<file path="config.mk">
export PLATFORM = sky130hd
export DESIGN_NAME = lsda_call_site_lookup
export DESIGN_NICKNAME = d
export VERILOG_FILES = /design/src/design/lcsl_pkg.sv /design/src/design/lsda_call_site_lookup.sv /design/src/design/lcsl_leb_decoder.sv /design/src/design/lcsl_site_parser.sv
export SDC_FILE = /design/constraint.sdc
export NUM_CORES = 2
export LEC_CHECK = 0
export BUFFER_PORTS_ARGS = -buffer_cell sky130_fd_sc_hd__buf_2
export CORE_ASPECT_RATIO = 1.25
export CORE_MARGIN = 2
export CORE_UTILIZATION = 55
export CTS_BUF_LIST = sky130_fd_sc_hd__clkbuf_8
export DETAILED_ROUTE_END_ITERATION = 12
export GPL_TIMING_DRIVEN = 0
export PLACE_DENSITY = 0.72
export SLEW_MARGIN = 20
export SYNTH_ARGS = -nofsm -noshare
export SYNTH_HDL_FRONTEND = slang
export SYNTH_SLANG_ARGS = --single-unit
export TNS_END_PERCENT = 10
</file>
<file path="constraint.sdc">
create_clock -name i_clk -period 15.9 [get_ports i_clk]
set_input_delay 1.59 -clock i_clk [delete_from_list [all_inputs] [get_ports i_clk]]
set_output_delay 1.59 -clock i_clk [all_outputs]
set_load 0.01 [all_outputs]
</file>
<file path="src/design/lcsl_pkg.sv">
// Shared types and constants of the LSDA call-site lookup block.
// No dependencies; every module of the block imports this package.
`default_nettype none

package lcsl_pkg;

    localparam int ADDR_W = 64;
    localparam logic [63:0] ADDR_MASK =
        (ADDR_W >= 64) ? {64{1'b1}} : ((64'd1 << ADDR_W) - 64'd1);

    localparam logic [7:0] ENC_OMIT      = 8'hFF;
    localparam logic [7:0] LEB_DATA_MASK = 8'h7f;
    localparam logic [7:0] LEB_CONT      = 8'h80;
    localparam logic [7:0] ABI_VERSION   = 8'd1;
    localparam logic [6:0] LEB_SHIFT_STEP = 7'd7;
    localparam logic [6:0] LEB_SHIFT_MAX  = 7'd70;

    localparam int ACT_SEARCH  = 0;
    localparam int ACT_CLEANUP = 1;
    localparam int ACT_HANDLER = 2;

    typedef enum logic {
        OP_START = 1'b0,
        OP_BYTE  = 1'b1
    } t_op;

    typedef enum logic [1:0] {
        V_CONTINUE = 2'd0,
        V_HANDLER  = 2'd1,
        V_INSTALL  = 2'd2,
        V_FATAL    = 2'd3
    } t_verdict;

    typedef enum logic [2:0] {
        PH_IDLE,
        PH_LP_ENC,
        PH_LP_VAL,
        PH_TT_ENC,
        PH_TT_VAL,
        PH_CS_ENC,
        PH_CS_LEN,
        PH_RECORD
    } t_phase;

    typedef enum logic [1:0] {
        FLD_START,
        FLD_LENGTH,
        FLD_PAD,
        FLD_ACTION
    } t_field;

    typedef struct packed {
        t_op         operation;
        logic [7:0]  data_byte;
        logic [63:0] return_address;
        logic [63:0] region_start;
        logic [2:0]  action_flags;
        logic [7:0]  abi_version;
        logic        has_lsda;
        logic [63:0] exception_ref;
    } t_in_word;

    typedef struct packed {
        t_verdict    verdict;
        logic [63:0] landing_pad;
        logic        selector_value;
        logic [63:0] exception_value;
    } t_out_word;

    typedef struct packed {
        logic feed;
        logic clear;
    } t_leb_ctrl;

    typedef struct packed {
        logic        done;
        logic [63:0] value;
    } t_leb_stat;

endpackage

`default_nettype wire

</file>
<file path="src/design/lsda_call_site_lookup.sv">
// Top level of the LSDA call-site lookup: input register, parser, result register.
// Depends on lcsl_pkg and lcsl_site_parser.
//
//   Channel | Direction | Handshake                  | Word
//   --------+-----------+----------------------------+-----------
//   in      | to block  | i_in_valid / o_in_stall    | i_in_word
//   out     | from block| o_out_valid / i_out_stall  | o_out_word
//
// One word is taken every cycle while o_in_stall is low; the result of a word passes
// through the input register, then the result register, to the out channel.
// Each LSDA byte is decoded and compared combinationally between those registers.
// Reset closes any open lookup; bytes that arrive while no lookup is open give no word.
// While a result waits under i_out_stall, a valid word in the input register holds and
// o_in_stall goes high.
`default_nettype none

module lsda_call_site_lookup (
    input  logic                i_clk,
    input  logic                i_rst_n,
    input  logic                i_in_valid,
    output logic                o_in_stall,
    input  lcsl_pkg::t_in_word  i_in_word,
    output logic                o_out_valid,
    input  logic                i_out_stall,
    output lcsl_pkg::t_out_word o_out_word
);
    import lcsl_pkg::*;

    logic      r_in_vld;
    t_in_word  r_in_word;
    logic      r_out_vld;
    t_out_word r_out_word;

    logic      w_out_free;
    logic      w_go;
    logic      w_res_vld;
    t_out_word w_res;

    assign w_out_free = !r_out_vld || !i_out_stall;
    assign w_go       = r_in_vld && w_out_free;
    assign o_in_stall = r_in_vld && !w_out_free;

    lcsl_site_parser u_parser (
        .i_clk     (i_clk),
        .i_rst_n   (i_rst_n),
        .i_go      (w_go),
        .i_word    (r_in_word),
        .o_res_vld (w_res_vld),
        .o_res     (w_res)
    );

    always_ff @(posedge i_clk) begin
        if (!i_rst_n) begin
            r_in_vld <= 1'b0;
        end else if (!o_in_stall) begin
            r_in_vld <= i_in_valid;
        end
    end

    always_ff @(posedge i_clk) begin
        if (i_in_valid && !o_in_stall) begin
            r_in_word <= i_in_word;
        end
    end

    always_ff @(posedge i_clk) begin
        if (!i_rst_n) begin
            r_out_vld <= 1'b0;
        end else if (w_out_free) begin
            r_out_vld <= w_go && w_res_vld;
        end
    end

    always_ff @(posedge i_clk) begin
        if (w_go && w_res_vld) begin
            r_out_word <= w_res;
        end
    end

    assign o_out_valid = r_out_vld;
    assign o_out_word  = r_out_word;

endmodule

`default_nettype wire

</file>
<file path="src/design/lcsl_leb_decoder.sv">
// ULEB128 decoder: accumulates seven payload bits per byte fed.
// Depends on lcsl_pkg.
`default_nettype none

module lcsl_leb_decoder (
    input  logic                i_clk,
    input  logic                i_rst_n,
    input  lcsl_pkg::t_leb_ctrl i_ctrl,
    input  logic [7:0]          i_byte,
    output lcsl_pkg::t_leb_stat o_stat
);
    import lcsl_pkg::*;

    logic [63:0] r_acc, n_acc;
    logic [6:0]  r_shift, n_shift;
    logic [63:0] w_bits;
    logic [63:0] w_merged;
    logic        w_last;

    // Payload bits shifted to position 64 or beyond fall off the word.
    assign w_bits   = {56'd0, (i_byte & LEB_DATA_MASK)} << r_shift;
    assign w_merged = r_acc | w_bits;
    assign w_last   = ((i_byte & LEB_CONT) == 8'd0);

    always_comb begin
        n_acc   = r_acc;
        n_shift = r_shift;
        priority if (i_ctrl.clear) begin
            n_acc   = 64'd0;
            n_shift = 7'd0;
        end else if (i_ctrl.feed) begin
            if (w_last) begin
                n_acc   = 64'd0;
                n_shift = 7'd0;
            end else begin
                n_acc   = w_merged;
                n_shift = (r_shift < LEB_SHIFT_MAX) ? r_shift + LEB_SHIFT_STEP : r_shift;
            end
        end else begin
            // Nothing fed this cycle: the partial value holds.
        end
    end

    always_ff @(posedge i_clk) begin
        if (!i_rst_n) begin
            r_acc   <= 64'd0;
            r_shift <= 7'd0;
        end else begin
            r_acc   <= n_acc;
            r_shift <= n_shift;
        end
    end

    assign o_stat.done  = i_ctrl.feed & ~i_ctrl.clear & w_last;
    assign o_stat.value = w_merged & ADDR_MASK;

endmodule

`default_nettype wire

</file>
<file path="src/design/lcsl_site_parser.sv">
// Header parser and call-site record scanner; produces the lookup verdict.
// Depends on lcsl_pkg and lcsl_leb_decoder.
`default_nettype none

module lcsl_site_parser (
    input  logic                i_clk,
    input  logic                i_rst_n,
    input  logic                i_go,
    input  lcsl_pkg::t_in_word  i_word,
    output logic                o_res_vld,
    output lcsl_pkg::t_out_word o_res
);
    import lcsl_pkg::*;

    t_phase      r_phase, n_phase;
    t_field      r_fidx, n_fidx;
    logic [63:0] r_ip_offset, n_ip_offset;
    logic [63:0] r_base, n_base;
    logic [2:0]  r_actions, n_actions;
    logic [63:0] r_exc, n_exc;
    logic [63:0] r_left, n_left;
    logic [63:0] r_site_start, n_site_start;
    logic [63:0] r_pad_sum, n_pad_sum;
    logic        r_pad_zero, n_pad_zero;
    logic        r_before, n_before;
    logic        r_inside, n_inside;

    t_leb_ctrl   w_leb_ctrl;
    t_leb_stat   w_leb_stat;
    logic [63:0] w_left_dec;
    logic        w_act_nz;
    logic        w_judged;

    function automatic t_out_word make_result(t_verdict v, logic [63:0] pad, logic sel,
                                              logic [63:0] exc);
        t_out_word res;
        res.verdict         = v;
        res.landing_pad     = pad;
        res.selector_value  = sel;
        res.exception_value = exc;
        return res;
    endfunction

    lcsl_leb_decoder u_leb (
        .i_clk   (i_clk),
        .i_rst_n (i_rst_n),
        .i_ctrl  (w_leb_ctrl),
        .i_byte  (i_word.data_byte),
        .o_stat  (w_leb_stat)
    );

    assign w_left_dec = r_left - {63'd0, (r_left != 64'd0)};
    assign w_act_nz   = (w_leb_stat.value != 64'd0);

    always_comb begin
        n_phase      = r_phase;
        n_fidx       = r_fidx;
        n_ip_offset  = r_ip_offset;
        n_base       = r_base;
        n_actions    = r_actions;
        n_exc        = r_exc;
        n_left       = r_left;
        n_site_start = r_site_start;
        n_pad_sum    = r_pad_sum;
        n_pad_zero   = r_pad_zero;
        n_before     = r_before;
        n_inside     = r_inside;
        w_leb_ctrl   = '0;
        w_judged     = 1'b0;
        o_res_vld    = 1'b0;
        o_res        = make_result(V_CONTINUE, 64'd0, 1'b0, 64'd0);

        if (i_go && (i_word.operation == OP_START)) begin
            w_leb_ctrl.clear = 1'b1;
            n_fidx           = FLD_START;
            n_left           = 64'd0;
            priority if (i_word.abi_version != ABI_VERSION) begin
                o_res_vld = 1'b1;
                o_res     = make_result(V_FATAL, 64'd0, 1'b0, 64'd0);
                n_phase   = PH_IDLE;
            end else if (!i_word.has_lsda) begin
                o_res_vld = 1'b1;
                n_phase   = PH_IDLE;
            end else begin
                n_ip_offset = ((i_word.return_address & ADDR_MASK) - 64'd1
                               - (i_word.region_start & ADDR_MASK)) & ADDR_MASK;
                n_base      = i_word.region_start & ADDR_MASK;
                n_actions   = i_word.action_flags;
                n_exc       = i_word.exception_ref & ADDR_MASK;
                n_phase     = PH_LP_ENC;
            end
        end else if (i_go) begin
            unique case (r_phase)
                PH_IDLE: begin
                    // Bytes after a verdict are dropped.
                end
                PH_LP_ENC: begin
                    n_phase = (i_word.data_byte == ENC_OMIT) ? PH_TT_ENC : PH_LP_VAL;
                end
                PH_LP_VAL: begin
                    w_leb_ctrl.feed = 1'b1;
                    if (w_leb_stat.done) begin
                        n_base  = w_leb_stat.value;
                        n_phase = PH_TT_ENC;
                    end
                end
                PH_TT_ENC: begin
                    n_phase = (i_word.data_byte == ENC_OMIT) ? PH_CS_ENC : PH_TT_VAL;
                end
                PH_TT_VAL: begin
                    w_leb_ctrl.feed = 1'b1;
                    if (w_leb_stat.done) begin
                        n_phase = PH_CS_ENC;
                    end
                end
                PH_CS_ENC: begin
                    n_phase = PH_CS_LEN;
                end
                PH_CS_LEN: begin
                    w_leb_ctrl.feed = 1'b1;
                    if (w_leb_stat.done) begin
                        n_left = w_leb_stat.value;
                        n_fidx = FLD_START;
                        if (w_leb_stat.value == 64'd0) begin
                            o_res_vld = 1'b1;
                            n_phase   = PH_IDLE;
                        end else begin
                            n_phase = PH_RECORD;
                        end
                    end
                end
                PH_RECORD: begin
                    n_left          = w_left_dec;
                    w_leb_ctrl.feed = 1'b1;
                    if (w_leb_stat.done) begin
                        // Coverage compares are done as each field lands, so the
                        // action byte only has to pick the verdict.
                        unique case (r_fidx)
                            FLD_START: begin
                                n_site_start = w_leb_stat.value;
                                n_before     = (r_ip_offset < w_leb_stat.value);
                                n_fidx       = FLD_LENGTH;
                            end
                            FLD_LENGTH: begin
                                n_inside = (r_ip_offset <
                                            ((r_site_start + w_leb_stat.value) & ADDR_MASK));
                                n_fidx   = FLD_PAD;
                            end
                            FLD_PAD: begin
                                n_pad_zero = (w_leb_stat.value == 64'd0);
                                n_pad_sum  = (r_base + w_leb_stat.value) & ADDR_MASK;
                                n_fidx     = FLD_ACTION;
                            end
                            FLD_ACTION: begin
                                n_fidx = FLD_START;
                                if (r_before) begin
                                    w_judged = 1'b1;
                                end else if (r_inside) begin
                                    priority if (r_pad_zero) begin
                                        w_judged = 1'b1;
                                    end else if (r_actions[ACT_SEARCH]) begin
                                        w_judged = 1'b1;
                                        o_res    = make_result(w_act_nz ? V_HANDLER : V_CONTINUE,
                                                               64'd0, 1'b0, 64'd0);
                                    end else if (r_actions[ACT_CLEANUP]) begin
                                        w_judged = 1'b1;
                                        priority if (r_actions[ACT_HANDLER]) begin
                                            o_res = make_result(V_INSTALL, r_pad_sum,
                                                                w_act_nz, r_exc);
                                        end else if (!w_act_nz) begin
                                            o_res = make_result(V_INSTALL, r_pad_sum,
                                                                1'b0, r_exc);
                                        end else begin
                                            o_res = make_result(V_CONTINUE, 64'd0,
                                                                1'b0, 64'd0);
                                        end
                                    end else begin
                                        // Neither phase flag: keep scanning.
                                        w_judged = 1'b0;
                                    end
                                end
                                if (w_judged || (w_left_dec == 64'd0)) begin
                                    o_res_vld = 1'b1;
                                    n_phase   = PH_IDLE;
                                end
                            end
                            default: begin
                                n_fidx = FLD_START;
                            end
                        endcase
                    end
                end
                default: begin
                    n_phase = PH_IDLE;
                end
            endcase
        end
    end

    always_ff @(posedge i_clk) begin
        if (!i_rst_n) begin
            r_phase      <= PH_IDLE;
            r_fidx       <= FLD_START;
            r_ip_offset  <= 64'd0;
            r_base       <= 64'd0;
            r_actions    <= 3'd0;
            r_exc        <= 64'd0;
            r_left       <= 64'd0;
            r_site_start <= 64'd0;
            r_pad_sum    <= 64'd0;
            r_pad_zero   <= 1'b0;
            r_before     <= 1'b0;
            r_inside     <= 1'b0;
        end else begin
            r_phase      <= n_phase;
            r_fidx       <= n_fidx;
            r_ip_offset  <= n_ip_offset;
            r_base       <= n_base;
            r_actions    <= n_actions;
            r_exc        <= n_exc;
            r_left       <= n_left;
            r_site_start <= n_site_start;
            r_pad_sum    <= n_pad_sum;
            r_pad_zero   <= n_pad_zero;
            r_before     <= n_before;
            r_inside     <= n_inside;
        end
    end

endmodule

`default_nettype wire

</file>
After elaboration in Yosys (flattened, before gate mapping)
Index checks and enable logic that the tools add are counted.
{"block": "word_totals", "ff_bits": 812, "output_inout_bits": 133, "in_bits": 217, "word_cells": 169}
{"block": "classes", "addsub": 6, "n_bitwise": 8, "muxes": 66, "shift": 1, "n_eq_ne": 22, "reduce_logical": 35, "n_lt_le_gt_ge": 3}
{"op": "131-bit 2-to-1 mux", "n": 13}
{"op": "64-bit 2-to-1 mux", "n": 7}
{"op": "64-bit adder", "n": 2}
{"op": "64-bit logical NOT", "n": 2}
{"op": "64-bit < comparator", "n": 2}
{"op": "64-bit case mux with 2 select lines", "n": 1}
{"op": "64-bit nonzero test", "n": 2}
{"op": "64-bit bitwise OR", "n": 1}
{"op": "7-bit by 7-bit << shifter with 64-bit output", "n": 1}
{"op": "64-bit by 1-bit subtractor with 64-bit output", "n": 1}
{"op": "64-bit by 1-bit subtractor with 64-bit output, second input constant", "n": 1}
{"op": "64-bit subtractor", "n": 1}
{"op": "3-bit 2-to-1 mux", "n": 10}
{"op": "1-bit 2-to-1 mux", "n": 27}
{"op": "3-bit case mux with 7 select lines", "n": 1}
{"op": "5-bit AND reduction", "n": 4}
{"op": "7-bit 2-to-1 mux", "n": 2}
{"op": "3-bit == test, second input constant", "n": 4}
{"op": "3-bit by 2-bit inequality test with 1-bit output, second input constant", "n": 4}
{"op": "2-bit nonzero test", "n": 5}
{"op": "8-bit == test, second input constant", "n": 1}
{"op": "8-bit logical NOT", "n": 1}
{"op": "2-bit inequality test, second input constant", "n": 4}
{"op": "8-bit by 1-bit inequality test with 1-bit output, second input constant", "n": 1}
{"op": "24 further kinds", "n": 43}

Depth between registers and ports, before layout
{"block": "depth", "depth_word": 20, "mapped_depth": 33, "ltp_nobuf": 31}

By module
From an unflattened synthesis, not the netlist that was laid out.
{"block": "unflattened", "hier_cells": 5218, "hier_area_um2": 46065.4}
{"mod": "lcsl_site_parser", "area_per_inst_um2": 31507.7, "seq_area_each_um2": 7907.6, "instances": 1, "cells_per_inst": 4365}
{"mod": "lsda_call_site_lookup", "area_per_inst_um2": 10421.2, "seq_area_each_um2": 10369.9, "instances": 1, "cells_per_inst": 354}
{"mod": "lcsl_leb_decoder", "area_per_inst_um2": 4136.5, "seq_area_each_um2": 1421.4, "instances": 1, "cells_per_inst": 499}

Least setup slack after synthesis
Ideal clock, no wire load.
{"block": "synth_timing", "kind": "input to register", "from": "input port i_out_stall", "to": "register r_in_word[0] in the netlist's numbering (enable)", "setup_slack_ns": 3.899, "arrival_ns": 11.188, "n_path_buf": 0, "setup_time_ns": 0.813, "cell_stages": 2, "path_cell_list": "and3_1 > nor2b_1"}
{"block": "synth_via", "elab_chain_cells": 6}
{"element": "from (decl)", "line": "lsda_call_site_lookup.sv:24", "text": "input logic i_out_stall,"}
{"element": "1-bit logical NOT", "line": "lsda_call_site_lookup.sv:39", "text": "assign w_out_free = !r_out_vld || !i_out_stall;"}
{"element": "1-bit logical OR", "line": "lsda_call_site_lookup.sv:39"}
{"element": "1-bit logical NOT", "line": "lsda_call_site_lookup.sv:41", "text": "assign o_in_stall = r_in_vld && !w_out_free;"}
{"element": "1-bit logical AND", "line": "lsda_call_site_lookup.sv:41"}
{"element": "1-bit logical NOT", "line": "lsda_call_site_lookup.sv:61", "text": "if (i_in_valid && !o_in_stall) begin"}
{"element": "1-bit logical AND", "line": "lsda_call_site_lookup.sv:61"}
{"element": "to (signal assigned)", "line": "lsda_call_site_lookup.sv:62", "text": "r_in_word <= i_in_word;"}
{"element": "to (decl)", "line": "lsda_call_site_lookup.sv:30", "text": "t_in_word r_in_word;"}
Every way passes these cells.
A chain may end at the register's enable or synchronous reset.

==> results.json <==
{
  "end_kind": "register",
  "synth_nets": 5570,
  "cts_resized": 0,
  "grt_max_degree": 54,
  "firstDrtPassIters": 6,
  "ys_ff_latch": 812,
  "fin_skew_ns": 0.04393,
  "die-area_sq_mm": 0.08495,
  "synth_edf_count": 344,
  "cts_made_buffers": 135,
  "ioPinCount": 350,
  "cap_violations": 0,
  "routed_wl_mm": 156.3,
  "fin_nets": 6073,
  "fin_crit_sh_pct": 56.77,
  "reg2reg_depth": 23,
  "grt_overflow": 0,
  "cp.required_ns": 16.59,
  "fill_cells": 7130,
  "root_buffer": "clkbuf_8",
  "worstHoldPathType": "register to register",
  "cts_tree": "done",
  "drc": 0,
  "synth-compound-area-share_pct": 20.24,
  "wl_per_cell_microns": 23.28,
  "syn-cell-area_sq_mm": 0.04544,
  "placed_area_sq_mm": 0.04896,
  "power.density_mw_per_mm2": 85.11,
  "area_growth_pct": 13.84,
  "first_global_vias": 38620,
  "max-clock-path-buffers": 3,
  "tightest_slew_ns": 1.351,
  "post_route_cells_drive_above_1_share_pct": 11.52,
  "postLayoutCellArea_sq_mm": 0.05173,
  "dp_hpwl_mm": 123.8,
  "r2r_slack_ns": 6.87,
  "cp_data_arrival_time_ns": 9.72,
  "postCtsHoldBufs": 0,
  "postSynthAreaPerCell_sq_um": 9.037,
  "synth_xor_area_share_pct": 3.836,
  "post-route-min-period_ns": 9.027,
  "setup_violations": 0,
  "postCtsSetupBuffers": 0,
  "vias": 40360,
  "gr-usage-all-layers_pct": 36.22,
  "grt_pass1_wl_mm": 231.3,
  "synth_top_family_by_area": "compound AO/OA/AOI/OAI gates",
  "antenna_found_initial": 5,
  "worst-path-max-fanout": 7,
  "std_cell_rows": 117,
  "synth_cell_type_count": 83,
  "ys_async_sr_fraction_pct": 0,
  "report.final.slew_viol_count": 0,
  "dieWidth_microns": 261.1,
  "synth_adder_area_share_pct": 9.021,
  "core_sq_mm": 0.08169,
  "port_buffers": 348,
  "tns_ns": 0,
  "critPathLaunchType": "register",
  "viasPerCell": 6.011,
  "netlist_instances": 5028,
  "start_util_pct": 55.63,
  "synth.mux.area_fraction_pct": 0.4378,
  "final-hold-violation-count": 0,
  "drtIter0Drc": 3678,
  "ir_drop_mv": 0.07649,
  "p_leak_nw": 23.00,
  "synth_simple_gate_area_share_pct": 19.24,
  "relSlewSlack_pct": 9.925,
  "whs_ns": 0.4545,
  "rsz0062_at_grt": "false",
  "fmax_ghz": 0.1108,
  "outcome": "finished clean",
  "synth_seq_area_share_pct": 43.35,
  "yosys_warnings": 0,
  "gp_congestion": 1.005,
  "clk_pin_slew_ns": 0.06,
  "cts.sinks": 812,
  "min_path_cells": 2,
  "synth_ff_type": "dfxtp_1",
  "clock_latency_ns": 0.84,
  "fin_util_pct": 63.32,
  "path_class": "register to register",
  "die_h_microns": 325.4,
  "htree_num_levels": 4,
  "ant_nets": 0
}
-- layer usage --
metal  GRT usage [%]  vias up  wire, microns
li1                -    19180              -
met1           44.28    19050          61880
met2           59.80     1664          72550
met3           5.883      458          11340
met4           21.65        4          10500
met5               0        -             27
-- worst max-delay path, stage by stage, from the launching register on --
cell,delay (ns)
dfxtp_1,0.34
buf_6,0.14
mux4_2,0.55
a32o_1,0.33
mux2_2,0.39
a21oi_1,1.07
inv_1,0.44
ha_1,0.55
nand4_1,0.13
o21ai_0,0.57
and2_1,0.28
inv_1,0.09
o21ai_0,0.42
a21boi_0,0.28
o31ai_1,0.51
a31oi_1,0.17
xor2_1,0.17
ha_1,0.29
nand4_1,0.11
nor4_1,0.42
nor4b_1,0.69
o21ai_0,0.34
a211oi_1,0.46
o21ai_0,0.15
-- state kept, by name, indices dropped and copies added, names as in the netlist, 7 cells and up --
name,count
u_parser.r_site_start,64
u_parser.u_leb.r_shift,7
o_out_word,131
u_parser.r_ip_offset,64
u_parser.r_exc,64
u_parser.u_leb.r_acc,64
u_parser.r_left,64
r_in_word,213
u_parser.r_base,64
u_parser.r_pad_sum,64
-- layout make-up --
cell class | instances | area [sq um] | share of cell area [%]
antenna | 2 | 5.005 | 0.009675
clock buffer | 146 | 2009 | 3.885
buffer | 275 | 1087 | 2.102
sequential | 812 | 19700 | 38.08
multi-input combinational | 3760 | 24180 | 46.75
tap | 1071 | 1340 | 2.591
inverter | 181 | 679.4 | 1.313
clock inverter | 100 | 701.9 | 1.357
timing repair buffer | 366 | 2023 | 3.911
-- cell usage in the layout, fill, tap and decap left out, types with 17 or more instances in the layout --
cell	netlist	final
a211oi_1	96	96
a21boi_0	99	99
a21o_1	154	154
a21oi_1	427	403
a21oi_2	0	24
a22oi_1	20	20
a31oi_1	31	31
and2_1	223	223
and3_1	22	21
buf_2	3	351
clkbuf_1	247	242
clkbuf_2	12	17
clkbuf_8	0	146
dfxtp_1	468	468
edfxtp_1	344	344
ha_1	322	322
inv_1	181	228
nand2_1	562	562
nand2b_1	48	48
nand3_1	77	77
nand4_1	92	92
nor2_1	360	360
nor2b_1	109	108
nor3_1	146	145
nor4_1	44	42
o211a_1	78	78
o211ai_1	24	24
o21a_1	24	24
o21ai_0	307	307
o21bai_1	35	35
o31ai_1	23	23
or3_1	25	25
xnor2_1	99	99
xor2_1	100	100
-- power by group --
| part | internal [W] | switching, W | leakage [nW] | total, W |
|---|---|---|---|---|
| logic | 0.000109 | 0.000188 | 14.1 | 0.000297 |
| registers | 0.00221 | 0.0000171 | 7.32 | 0.00223 |
| clock network | 0.000978 | 0.000903 | 1.55 | 0.00188 |
-- kinds of logic after synthesis --
group	after synthesis
simple gates	1789
compound gates	1432
flops	812
buf+inv	456
fa+ha+maj	326
xor+xnor	199
mux	14
-- cells in the mapped netlist, types with 7 or more instances --
master | instances | area share, %
buf_1 | 9 | 0.074
a221oi_1 | 14 | 0.27
nand3_1 | 77 | 0.85
and3_1 | 22 | 0.30
or3_1 | 25 | 0.34
clkbuf_2 | 12 | 0.13
nor3b_1 | 9 | 0.15
or4_1 | 15 | 0.25
nand3b_1 | 7 | 0.12
a211oi_1 | 96 | 1.6
nand2b_1 | 48 | 0.66
o21a_1 | 24 | 0.40
a22o_1 | 8 | 0.15
a21boi_0 | 99 | 1.6
nor4b_1 | 9 | 0.17
and2_1 | 223 | 3.1
o22ai_1 | 15 | 0.21
o21bai_1 | 35 | 0.58
ha_1 | 322 | 8.9
a21oi_1 | 427 | 4.7
a22oi_1 | 20 | 0.33
mux2_2 | 7 | 0.17
a2111oi_0 | 9 | 0.17
o31ai_1 | 23 | 0.38
o21ai_0 | 307 | 3.4
nor3_1 | 146 | 1.6
clkbuf_1 | 247 | 2.0
xor2_1 | 100 | 1.9
o211ai_1 | 24 | 0.40
a41oi_1 | 9 | 0.17
nand4_1 | 92 | 1.3
nor2b_1 | 109 | 1.5
inv_1 | 181 | 1.5
nand2_1 | 562 | 4.6
a21o_1 | 154 | 2.5
and4_1 | 9 | 0.17
or2_2 | 13 | 0.18
nor2_1 | 360 | 3.0
edfxtp_1 | 344 | 23
a31oi_1 | 31 | 0.43
nor4_1 | 44 | 0.61
dfxtp_1 | 468 | 21
o211a_1 | 78 | 1.7
xnor2_1 | 99 | 1.9
-- per-stage QoR --
stage / cells / total power (W) / setup slack (ns)
CTS: 6711 / 0.004418 / 6.944
floorplan: 5028 / 0.002455 / 3.899
finish: 6713 / 0.004403 / 6.873
detailed placement: 6465 / 0.002561 / 7.002
global placement: 6447 / 0.002566 / 0.01757
global route: 6713 / 0.004537 / 6.798
-- worst paths after layout --
path,startpoint,end
max reg2reg,u_parser.u_leb.r_shift[0]$_SDFFE_PP0P_,u_parser.r_inside$_SDFFE_PN0P_
max,u_parser.u_leb.r_shift[0]$_SDFFE_PP0P_,u_parser.r_inside$_SDFFE_PN0P_
min,u_parser.r_pad_sum[6]$_SDFFE_PN0P_,u_parser.r_pad_sum[6]$_SDFFE_PN0P_
min reg2reg,u_parser.r_pad_sum[6]$_SDFFE_PN0P_,u_parser.r_pad_sum[6]$_SDFFE_PN0P_
Power figures use the tool's default switching activity.
